**src/rtl/core/scr_pkg.sv**
```systemverilog
package scr_pkg;

  // Sample and coefficient format.
  localparam int SAMPLE_BITS = 16;
  localparam int GAIN_W      = 16;
  localparam int FRAC        = 15;

  // Tap and history store geometry (depth is a power of two).
  localparam int TAP_AW   = 10;
  localparam int MAX_TAPS = 1 << TAP_AW;
  localparam int CNT_W    = TAP_AW + 1;

  // Datapath widths.
  localparam int PROD_W  = 2 * SAMPLE_BITS;
  localparam int ACC_W   = PROD_W + TAP_AW + 1;
  localparam int CONV_W  = ACC_W - FRAC;
  localparam int DRY_W   = GAIN_W + 1 + SAMPLE_BITS;
  localparam int WET_W   = GAIN_W + 1 + CONV_W;
  localparam int MIX_W   = WET_W + 1;
  localparam int SHIFT_W = MIX_W - FRAC;

  // Register indexes on the configuration port.
  localparam logic [1:0] REG_ENABLE    = 2'd0;
  localparam logic [1:0] REG_DRY_GAIN  = 2'd1;
  localparam logic [1:0] REG_WET_GAIN  = 2'd2;
  localparam logic [1:0] REG_TAP_COUNT = 2'd3;

  // Item kinds carried in tuser.
  localparam logic ACT_SAMPLE = 1'b0;
  localparam logic ACT_TAP    = 1'b1;

  typedef logic signed [SAMPLE_BITS-1:0] sample_t;

  // Control from the sequencer to one channel's MAC.
  typedef struct packed {
    logic clear;  // zero the accumulator
    logic live;   // the read data of this cycle is a valid term
    logic accum;  // add the registered product
    logic mix;    // register the dry and wet products
  } mac_ctrl_t;

endpackage

```
**src/rtl/core/scr_mac.sv**
```systemverilog
module scr_mac (
  input  logic                clk,
  input  scr_pkg::mac_ctrl_t  ctrl,
  input  scr_pkg::sample_t    tap,
  input  scr_pkg::sample_t    hist,
  input  scr_pkg::sample_t    x,
  input  logic [15:0]         dry_gain,
  input  logic [15:0]         wet_gain,
  output scr_pkg::sample_t    result
);
  import scr_pkg::*;

  logic signed [PROD_W-1:0]  prod;
  logic signed [ACC_W-1:0]   acc;
  logic signed [CONV_W-1:0]  conv15;
  logic signed [DRY_W-1:0]   dry_prod;
  logic signed [WET_W-1:0]   wet_prod;
  logic signed [MIX_W-1:0]   mix_sum;
  logic [SHIFT_W-1:0]        shifted;
  logic [SHIFT_W-SAMPLE_BITS:0] upper;

  // One tap product per cycle; dead terms contribute zero.
  always_ff @(posedge clk) begin
    if (ctrl.live) begin
      prod <= tap * hist;
    end else begin
      prod <= '0;
    end
  end

  // Accumulate the convolution sum exactly.
  always_ff @(posedge clk) begin
    if (ctrl.clear) begin
      acc <= '0;
    end else if (ctrl.accum) begin
      acc <= acc + {{(ACC_W-PROD_W){prod[PROD_W-1]}}, prod};
    end
  end

  assign conv15 = $signed(acc[ACC_W-1:FRAC]);

  // Gain products, registered before the final sum.
  always_ff @(posedge clk) begin
    if (ctrl.mix) begin
      dry_prod <= $signed({1'b0, dry_gain}) * x;
      wet_prod <= $signed({1'b0, wet_gain}) * conv15;
    end
  end

  // Sum, floor shift and saturate to the sample width.
  assign mix_sum = $signed({{(MIX_W-DRY_W){dry_prod[DRY_W-1]}}, dry_prod})
                 + $signed({wet_prod[WET_W-1], wet_prod});
  assign shifted = mix_sum[MIX_W-1:FRAC];
  assign upper   = shifted[SHIFT_W-1:SAMPLE_BITS-1];

  always_comb begin
    if ((&upper) || !(|upper)) begin
      result = shifted[SAMPLE_BITS-1:0];
    end else if (shifted[SHIFT_W-1]) begin
      result = {1'b1, {(SAMPLE_BITS-1){1'b0}}};
    end else begin
      result = {1'b0, {(SAMPLE_BITS-1){1'b1}}};
    end
  end

endmodule

```
**config.mk**
```make
export PLATFORM = sky130hd
export DESIGN_NAME = scr_mac
export DESIGN_NICKNAME = d
export VERILOG_FILES = /design/src/rtl/core/scr_pkg.sv /design/src/rtl/core/scr_mac.sv
export SDC_FILE = /design/constraint.sdc
export NUM_CORES = 2
export LEC_CHECK = 0
export BUFFER_PORTS_ARGS = -buffer_cell sky130_fd_sc_hd__buf_2
export CORE_MARGIN = 1
export CORE_UTILIZATION = 35
export DETAILED_ROUTE_END_ITERATION = 16
export PLACE_DENSITY = 0.48
export SKIP_CTS_REPAIR_TIMING = 1
export SLEW_MARGIN = 0
export SYNTH_ARGS = -nofsm -noshare
export SYNTH_HDL_FRONTEND = slang
export SYNTH_SLANG_ARGS = --single-unit
```
**constraint.sdc**
```tcl
create_clock -name clk -period 7.08 [get_ports clk]
set_clock_uncertainty 0.15 [all_clocks]
set_input_delay 0.708 -clock clk [delete_from_list [all_inputs] [get_ports clk]]
set_output_delay 0.708 -clock clk [all_outputs]
set_load 0.05 [all_outputs]
```
==> impl_metrics.toml <==
[worst_setup_path]
rr_endpoint = "wet_prod[44]$_DFFE_PP_"
crit_path_max_fanout = 9
rr_worst_depth = 22
cp-startpoint = "acc[23]$_SDFFE_PP0P_"
end_kind = "flop"
critPathCapture = "wet_prod[44]$_DFFE_PP_"
critPathKind = "flop to flop"
arrival_ps = 6890
crit_required_ps = 7150
r2r_start = "acc[23]$_SDFFE_PP0P_"
crit_top_cell = "fa_1"
path_cells = "buf_4 > nand2_1 > fa_1 > inv_1 > fa_1 > fa_1 > fa_1 > fa_1 > inv_1 > fa_1 > inv_1 > ha_1 > nand3_1 > or4_1 > a211oi_2 > o32ai_2 > o21ai_1 > a211o_1 > a311oi_2 > o21ai_0 > a21oi_1 > xnor2_1"
critPathLaunchType = "flop"
worst_path_max_delay_cell = "or4_1"
rrSetupSlack_ps = 260
slowest_delay_ps = 600

[clock_tree]
cts_max_path_buffers = 2
numCtsBuffers = 17
clock-sinks = 153
htreeDepth = 4
clock_latency_ps = 480
cts_tree = "built"
clkTransAtPathRegs_ps = 70
cts_root_buf = "clkbuf_16"

[synth]
ys_ff_latch = 153
synth_ff_type = "edfxtp_1"
netlist_area_sq_mm = 0.0435
synth_edf_count = 78
ys_seq_area_frac = 0.0883
synth_nets = 6210
ys_types = 81
synth_most_common_cell = "inv_1"
synth_top_area_frac = 0.409
synth_top_area_cell = "fa_1"
synthTopCellsByArea = "fa_1 (41%), ha_1 (11%), inv_1 (9.4%)"
postSynthAreaPerCell_sq_um = 9.00
yosys_warnings = 0
synthCells = 4836
ys_top_cells_by_count = "inv_1 (1094), fa_1 (890), nand2_1 (604)"
async_reset_ff_frac = 0

[placement]
port_buffers = 100
place_area_sq_mm = 0.0477
preCtsSetupSlack_ps = -458
gp_congestion = 0.848
dp_hpwl_um = 95600

[grt]
grt_max_degree = 69
grt_pass1_vias = 34569
grt_antenna_before_repair = 9
grt_pass1_wl_um = 182000
grt.total_usage = 0.181
gr-total-overflow = 0

[final_layout]
final_core_util = 0.391
layout-drive-gt1-share = 0.0921
antenna_cells = 0
syn2layout_area_growth_pct = 11.0
nFillCells = 12629
fin_area_sq_mm = 0.0483
final_nets = 6451

[floorplan]
rows = 129
die_w_um = 355
die_h_um = 355
dieArea_sq_mm = 0.126
coreArea_sq_mm = 0.123
ioPinCount = 101
initial_core_util = 0.352

[drt]
routed_via_density = 4.67
drcViolationCount = 0
first_pass_iters = 5
num_vias = 31447
routed_wl_um = 108000
final_antenna_net_count = 0
drtIter0Drc = 1329
post_drt_wl_per_cell_um = 16.1

[sta]
worst_pin_slew_ps = 1000
relSlewSlack = 0.330
period_needed_ps = 6820
final_hold_viol_count = 0
finalCritPeriodShare = 0.964
setup_ws_ps = 255
max_freq_mhz = 147
fin_hold_ws_ps = 330
maxSlewViolCount = 0
setup_viol = 0

[run_status]
status = "finished clean"

[worst_hold_path]
hp-class = "flop to flop"

[run]
max_cap_violations = 0
## flip-flops by register name, summed over array words and instances, names as in the netlist
signal,count
prod,32
acc,43
dry_prod,33
wet_prod,45
## layer usage
metal	routed length (um)	track usage
met4	1570	0.0329
met2	51700	0.312
met3	3400	0.0224
met5	80	0
met1	51200	0.245
## critical path, delay by kind of cell, from the launching register on
| kind | cells | cell delay, ps |
|---|---|---|
| AO/OA/AOI/OAI | 7 | 1420 |
| XOR/XNOR | 1 | 130 |
| adder cells (fa/ha/maj) | 7 | 3280 |
| buffers and inverters | 4 | 320 |
| flip-flops | 1 | 480 |
| AND/OR/NAND/NOR | 3 | 780 |
## how the worst min path moves through the flow
stage / start / end / slack (ps) / cells past startpoint
global route: acc[9]$_SDFFE_PP0P_ / acc[9]$_SDFFE_PP0P_ / 340 / 2
floorplan: acc[9]$_SDFFE_PP0P_ / acc[9]$_SDFFE_PP0P_ / 290 / 2
CTS: acc[9]$_SDFFE_PP0P_ / acc[9]$_SDFFE_PP0P_ / 340 / 2
global placement: acc[9]$_SDFFE_PP0P_ / acc[9]$_SDFFE_PP0P_ / 310 / 2
detailed placement: acc[9]$_SDFFE_PP0P_ / acc[9]$_SDFFE_PP0P_ / 320 / 2
finish: acc[9]$_SDFFE_PP0P_ / acc[9]$_SDFFE_PP0P_ / 330 / 2
## final cells by class
class                           instances  area [sq um]  area share
Clock buffer                           19           453     0.00938
Clock inverter                         13           110     0.00228
Inverter                             1096          4110      0.0852
Multi-Input combinational cell       3415         34900       0.724
Sequential cell                       153          3860      0.0800
Tap cell                             1637          2050      0.0424
Timing Repair Buffer                  394          2770      0.0573
## layout by cell type, fill, tap and decap left out, types with 87 or more instances in the layout
cell	instances
buf_4	292
nand2_1	604
and2_1	461
nor2_1	137
a21oi_1	174
inv_1	1094
a21o_1	87
ha_1	399
buf_2	97
fa_1	890
xnor2_1	122
## logic make-up after synthesis
logic type	synth area share
flip-flops	0.0883
buffers and inverters	0.110
AO/OA/AOI/OAI	0.0782
adder cells (fa/ha/maj)	0.524
XOR/XNOR	0.0330
multiplexers	0.00886
AND/OR/NAND/NOR	0.158
## per-stage QoR
stage	TNS, ps	instances
after floorplan	0	4836
after global placement	-2840	6695
after detailed placement	-2870	6695
after CTS	-154	6727
after global routing	-2.45	6727
final	0	6727
Power is left out: the tool's default activity adds up to more than one toggle a clock period on the data nets, which glitch-free logic cannot reach.
